==> src/radius_neighbor_finder_unit_assert.svh <==
// Assertion macros for the radius neighbor finder.
`ifndef RADIUS_NEIGHBOR_FINDER_UNIT_ASSERT_SVH
`define RADIUS_NEIGHBOR_FINDER_UNIT_ASSERT_SVH

`ifndef SYNTHESIS

// Same-cycle implication, clocked on clk, off during reset.
`define RNF_ASSERT_SAME(lbl, ante, cons, msg) \
    lbl: assert property (@(posedge clk) disable iff (!rst_n) (ante) |-> (cons)) \
        else $error(msg);

// Next-cycle implication, clocked on clk, off during reset.
`define RNF_ASSERT_NEXT(lbl, ante, cons, msg) \
    lbl: assert property (@(posedge clk) disable iff (!rst_n) (ante) |=> (cons)) \
        else $error(msg);

`else

`define RNF_ASSERT_SAME(lbl, ante, cons, msg)
`define RNF_ASSERT_NEXT(lbl, ante, cons, msg)

`endif

`endif

==> src/rnf_pkg.sv <==
// Types and constants shared by the radius neighbor finder modules.
package rnf_pkg;

    localparam int NODE_W     = 10;
    localparam int IN_COORD_W = 16;
    localparam int DIST_W     = 34;
    localparam logic [DIST_W-1:0] DIST_RESET = 34'd16900;

    // Item kinds
    localparam logic [1:0] KIND_CLEAR  = 2'd0;
    localparam logic [1:0] KIND_APPEND = 2'd1;
    localparam logic [1:0] KIND_QUERY  = 2'd2;

    // Result status codes
    localparam logic [1:0] STAT_FOUND    = 2'd0;
    localparam logic [1:0] STAT_NONE     = 2'd1;
    localparam logic [1:0] STAT_UNLOADED = 2'd2;

    typedef struct packed {
        logic [1:0]                   kind;
        logic signed [IN_COORD_W-1:0] coord_x;
        logic signed [IN_COORD_W-1:0] coord_y;
        logic signed [IN_COORD_W-1:0] coord_z;
        logic [NODE_W-1:0]            query_node;
    } item_t;

    typedef struct packed {
        logic [NODE_W-1:0] node;
        logic [NODE_W-1:0] neighbor;
        logic [1:0]        status;
        logic              last;
    } result_t;

endpackage

==> src/rnf_dist.sv <==
// Squared-distance stage: per-axis squares registered, then sum and radius compare.
module rnf_dist
    import rnf_pkg::*;
#(
    parameter int COORD_BITS = 16,
    parameter int IDX_W      = 10
) (
    input  logic                    clk,
    input  logic                    rst_n,
    input  logic                    en,
    input  logic                    kill,
    input  logic                    vld,
    input  logic [IDX_W-1:0]        idx,
    input  logic [3*COORD_BITS-1:0] pt_a,
    input  logic [3*COORD_BITS-1:0] pt_b,
    input  logic [DIST_W-1:0]       limit,
    output logic                    dst_vld,
    output logic [IDX_W-1:0]        dst_idx,
    output logic                    dst_hit
);

    localparam int DIFF_W = COORD_BITS + 1;
    localparam int SQ_W   = 2 * COORD_BITS + 1;
    localparam int SUM_W  = SQ_W + 2;
    localparam int CMP_W  = (SUM_W > DIST_W) ? SUM_W : DIST_W;

    logic [SQ_W-1:0]   sq_next [3];
    logic [SQ_W-1:0]   sq_reg  [3];
    logic              vld_reg;
    logic [IDX_W-1:0]  idx_reg;
    logic [SUM_W-1:0]  sum;

    // Per-axis difference magnitude and square
    always_comb
    begin
        logic signed [DIFF_W-1:0] diff;
        logic [DIFF_W-1:0]        mag;
        logic [2*DIFF_W-1:0]      prod;
        for (int a = 0; a < 3; a++)
        begin
            diff = $signed({pt_a[a*COORD_BITS + COORD_BITS-1], pt_a[a*COORD_BITS +: COORD_BITS]})
                 - $signed({pt_b[a*COORD_BITS + COORD_BITS-1], pt_b[a*COORD_BITS +: COORD_BITS]});
            mag  = diff[DIFF_W-1] ? DIFF_W'(-diff) : DIFF_W'(diff);
            prod = mag * mag;
            sq_next[a] = prod[SQ_W-1:0];
        end
    end

    always_ff @(posedge clk or negedge rst_n)
    begin
        if (!rst_n)
        begin
            vld_reg <= 1'b0;
            idx_reg <= '0;
            for (int a = 0; a < 3; a++)
            begin
                sq_reg[a] <= '0;
            end
        end
        else if (kill)
        begin
            vld_reg <= 1'b0;
        end
        else if (en)
        begin
            vld_reg <= vld;
            idx_reg <= idx;
            for (int a = 0; a < 3; a++)
            begin
                sq_reg[a] <= sq_next[a];
            end
        end
    end

    // Sum of squares against the radius limit
    assign sum = SUM_W'(sq_reg[0]) + SUM_W'(sq_reg[1]) + SUM_W'(sq_reg[2]);

    assign dst_vld = vld_reg;
    assign dst_idx = idx_reg;
    assign dst_hit = (CMP_W'(sum) <= CMP_W'(limit));

endmodule
==> config.mk <==
export PLATFORM = sky130hd
export DESIGN_NAME = rnf_dist
export DESIGN_NICKNAME = d
export VERILOG_FILES = /design/src/radius_neighbor_finder_unit_assert.svh /design/src/rnf_pkg.sv /design/src/rnf_dist.sv
export SDC_FILE = /design/constraint.sdc
export NUM_CORES = 2
export LEC_CHECK = 0
export BUFFER_PORTS_ARGS = -buffer_cell sky130_fd_sc_hd__buf_2
export CAP_MARGIN = 20
export CORE_ASPECT_RATIO = 0.6
export CORE_UTILIZATION = 45
export CTS_CLUSTER_DIAMETER = 50
export DETAILED_ROUTE_END_ITERATION = 10
export GPL_TIMING_DRIVEN = 0
export PLACE_DENSITY = 0.68
export SLEW_MARGIN = 20
export SYNTH_ARGS = -nofsm -noshare
export SYNTH_HDL_FRONTEND = slang
export SYNTH_SLANG_ARGS = --single-unit
==> constraint.sdc <==
create_clock -name clk -period 12.7 [get_ports clk]
set_input_delay 1.905 -clock clk [delete_from_list [all_inputs] [get_ports clk]]
set_output_delay 1.905 -clock clk [all_outputs]
set_load 0.05 [all_outputs]
### Word level (Yosys, flattened, before mapping)

Cells that the tools add are included.

* output and inout bits: 12
* register bits: 110
* input bits: 145
* word-level logic and storage cells: 25

* add/sub/neg operators: 8
* bitwise logic cells: 1
* multiplexer cells: 5
* multipliers: 3
* $lt $le $gt $ge: 1
* reductions and logical operators: 2

Operators by type and width (number)
* 17-bit by 17-bit multiplier with 33-bit output: 3
* 17-bit two-way mux: 3
* 17-bit negation: 3
* 16-bit by 16-bit subtractor with 17-bit output: 3
* 34-bit by 33-bit adder with 35-bit output: 1
* 35-bit by 34-bit less-or-equal comparator with 1-bit output: 1
* 33-bit by 33-bit adder with 34-bit output: 1
* 1-bit two-way mux: 2
* 2-bit AND reduction: 1
* 2-bit nonzero test: 1
* 1-bit inverter: 1

### Longest topological paths before layout

* depth in word-level cells: 4
* gate-level depth with buffers: 38
* mapped depth without buffers: 37

### Worst setup path after synthesis

Ideal clock, no wire load.

* kind: input to register
* start point: input pt_a[32]
* end point: register sq_reg[31] (netlist name)
* library setup time: 0.126 ns
* data required time: 12.574 ns
* path buffers: 1
* cell stages on the path: 34
* slack: 2.383 ns
* arrival time: 10.191 ns
* path through: inv_1 -> ha_1 -> fa_1 -> nand2b_1 -> a21oi_1 -> xnor2_1 -> or4b_1 -> or3_1 -> nor2_1 -> nand2_1 -> nand2_1 -> xnor2_1 -> inv_1 -> buf_2 -> nor2_1 -> fa_1 -> inv_1 -> fa_1 -> fa_1 -> inv_1 -> fa_1 -> fa_1 -> inv_1 -> fa_1 -> inv_1 -> ha_1 -> a21o_1 -> a221o_1 -> a221o_1 -> a21oi_1 -> o311ai_1 -> a21oi_1 -> o21ai_0 -> a221o_1

* cells in the longest elaborated chain, start to end: 4

Ends and longest elaborated chain
* start: declaration: RTL line rnf_dist.sv:14 `input logic [3*COORD_BITS-1:0] pt_a,`
* 16-bit by 16-bit subtractor with 17-bit output *: RTL line rnf_dist.sv:42 `- $signed({pt_b[a*COORD_BITS + COORD_BITS-1], pt_b[a*COORD_BITS +: COORD_BITS]});`
* 17-bit negation: RTL line rnf_dist.sv:43 `mag = diff[DIFF_W-1] ? DIFF_W'(-diff) : DIFF_W'(diff);`
* 17-bit two-way mux *: RTL line rnf_dist.sv:43
* 17-bit by 17-bit multiplier with 33-bit output *: RTL line rnf_dist.sv:44 `prod = mag * mag;`
* end signal: indexed assignment: RTL line rnf_dist.sv:70 `sq_reg[a] <= sq_next[a];`
* end: declaration: RTL line rnf_dist.sv:28 `logic [SQ_W-1:0] sq_reg [3];`

Mark *: on every way between the ends. The rest lies on a longest branch, timed or not.
A chain may end at the register's enable or synchronous reset.

### Final worst setup path

Same ends and word-level chain as after synthesis.

==> metrics.txt <==
mux contribution to synthesized area=0.2113%; Largest register FFs=96; Root Buffer=clkbuf_16; Yosys warning count=0; hold_ws=0.4776 ns; htree depth=3; setup TNS=0 ns; number of synthesized flops with an enable pin=0; Syn Inst Count=3981; largest family of logic cells by synthesized area=adder cells; routability cong.=0.9450; slew margin rel.=15.29%; Hold WC Path Type=flop to flop; reg-to-reg slack, setup=11.78 ns; FF+latch area=0.002678 mm^2; postcts setup bufs=0; share of layout cells above drive strength 1=5.463%; CP endpoint kind=flop; CTS tree=done; Crit Path Category=input pin to flop; CP max-delay cell=xnor2_1; Post-synth top flop=dfrtp_1; XOR/XNOR Fraction of Synth Area=5.068%; crit path max fanout=10; worst-case clock buffer depth=2; Global Route Usage Sum=23.44%; Die Area=0.07746 mm^2; syn_area_per_cell=8.627 um^2; WL final=88340 um; asr flop ratio synth=100.0%; Clock transition at path regs=0.10 ns; Worst-Margin Slew=1.266 ns; DRC violations left=0; Resize count post-CTS=0; fin nets=5363; vias in the first global route=26.21k; hold_buf cts=0; std cell rows=78; Die Y=216.0 um; met1 Usage GRT=40.70%; Startpoint Class=input pin; core area=0.07554 mm^2; cells taking the most area after synthesis=fa_1, ha_1, inv_1; flops & latches, synth=107; Ports=157; largest net degree at the start of global routing=60; Area Overhead vs Synth=7.552%; ANT nets after route=0; crit path from=pt_a[32]; Die W=358.7 um; Max-Cap Viols=0; FF-to-FF Start=sq_reg[62]$_DFFE_PN0P_; Bufs and invs on worst path=9; max-slew violation count=0; hold wc startpoint=dst_idx[7]$_DFFE_PN0P_; count leader, synth=inv_1; Max Clock Freq=83.06 MHz; delay of the slowest cell on the worst path=0.92 ns; CTS Buf Count=9; crit-path most repeated cell=fa_1; area leader, netlist=fa_1; unrepaired setup endpoints after global routing=false; Synth Area in Adders=50.87%; Initial Utilization=45.47%; setup violators final=0; Compound-Gate Fraction of Synth Area=11.11%; GRT met3 Usage=4.321%; dpl ws=0.3903 ns; grt total ovfl=0; DPL Wire Length=77100 um; M2 GR Usage=30.12%; Clock Sinks=107; Cell variety after synth=88; share of the synthesized area in the top cell type=35.50%; DR WL/cell=17.01 um; routed vias=27.01k; first-pass GRT wire length=143500 um; critical path required time=12.98 ns; Syn Std Cell Area=0.03434 mm^2; Worst Path Arrival=12.32 ns; final setup margin=0.6599 ns; clk_skew=0 ns; clk_lat worst skew=0.38 ns; sequential area share after synthesis=7.796%; final hold viol count=0; simple-gate share of the synthesized area=13.51%; Most Crowded Layer GR=met1; Final Util=48.90%; minimum clock period=12.04 ns; CP delay by family, top=adder cells; PortBufs=156; initial DRC count=2441; Post-synth top cells=inv_1, fa_1, ha_1, nand2_1, nor2_1; total iterations of the first detailed-routing run=5; antenna violations before repair=0; post-DR vias/cell=5.201; multi-input logic area=0.02795 mm^2; outcome=completed; Final Cycle Share=94.80%; FILL cells=7343
cells by family (layout without fill, tap and decap cells):
logic type / Yosys count / after routing
buffers and inverters: 1040 / 1214
and+or+nand+nor: 1004 / 1004
DFF: 107 / 107
adders and majority gates: 1031 / 1031
AOI/OAI and AO/OA: 593 / 593
muxes: 7 / 7
xor gates and xnor gates: 197 / 197
other: 2 / 40
path summary, 6_finish.rpt:
path | to | cells past startpoint
worst min-delay path | dst_idx[7]$_DFFE_PN0P_ | 2
worst max-delay path | sq_reg[31]$_DFFE_PN0P_ | 35
worst min register to register | dst_idx[7]$_DFFE_PN0P_ | 2
max in group asynchronous | dst_idx[9]$_DFFE_PN0P_ | 2
worst max register to register | sq_reg[62]$_DFFE_PN0P_ | 3
min in group asynchronous | sq_reg[43]$_DFFE_PN0P_ | 1
metrics by stage:
stage	instances	area, um^2
final	5193	36940
after detailed placement	5176	36600
after floorplan	4018	34480
after global placement	5174	36520
after global routing	5192	36940
after CTS	5192	36920
worst min-delay path: cells and delay by family (launching register included):
family | cells | cell delay, ns
simple gates | 2 | 0.10
flops | 1 | 0.35
cell usage in the layout (no fill, tap or decap), drive strengths merged, types with 7 or more instances in the layout:
master	instances
dfrtp	107
xor2	71
nor3	44
nor4	9
nand3	44
o21ai	159
nor3b	10
nor2	279
o211ai	14
a21oi	142
a31oi	20
o2111ai	14
and2	19
clkinv	14
a21o	93
or2	14
a211oi	17
buf	168
and3	20
nand2	390
nand2b	65
nand3b	14
ha	422
o31a	7
nor2b	29
or3	17
xnor2	126
o21bai	16
o31ai	18
conb	39
fa	609
clkbuf	93
o21a	28
inv	939
nand4	23
area by class of cell:
class | instances | area share, %
clock buffer | 9 | 0.6097
timing repair buffer | 158 | 2.219
antenna | 1 | 0.006775
multi-input combinational | 2871 | 75.66
clock inverter | 7 | 0.2608
sequential | 107 | 7.249
tap | 1000 | 3.387
buffer | 94 | 0.9959
inverter | 946 | 9.613
layer usage:
metal | vias up | wire, um
met5 | - | 0
met4 | 0 | 430
met3 | 33 | 8317
met2 | 934 | 32510
met1 | 13170 | 47080
li1 | 12870 | -
Power is left out: the tool's default activity adds up to more than one toggle a clock period on the data nets, which glitch-free logic cannot reach.
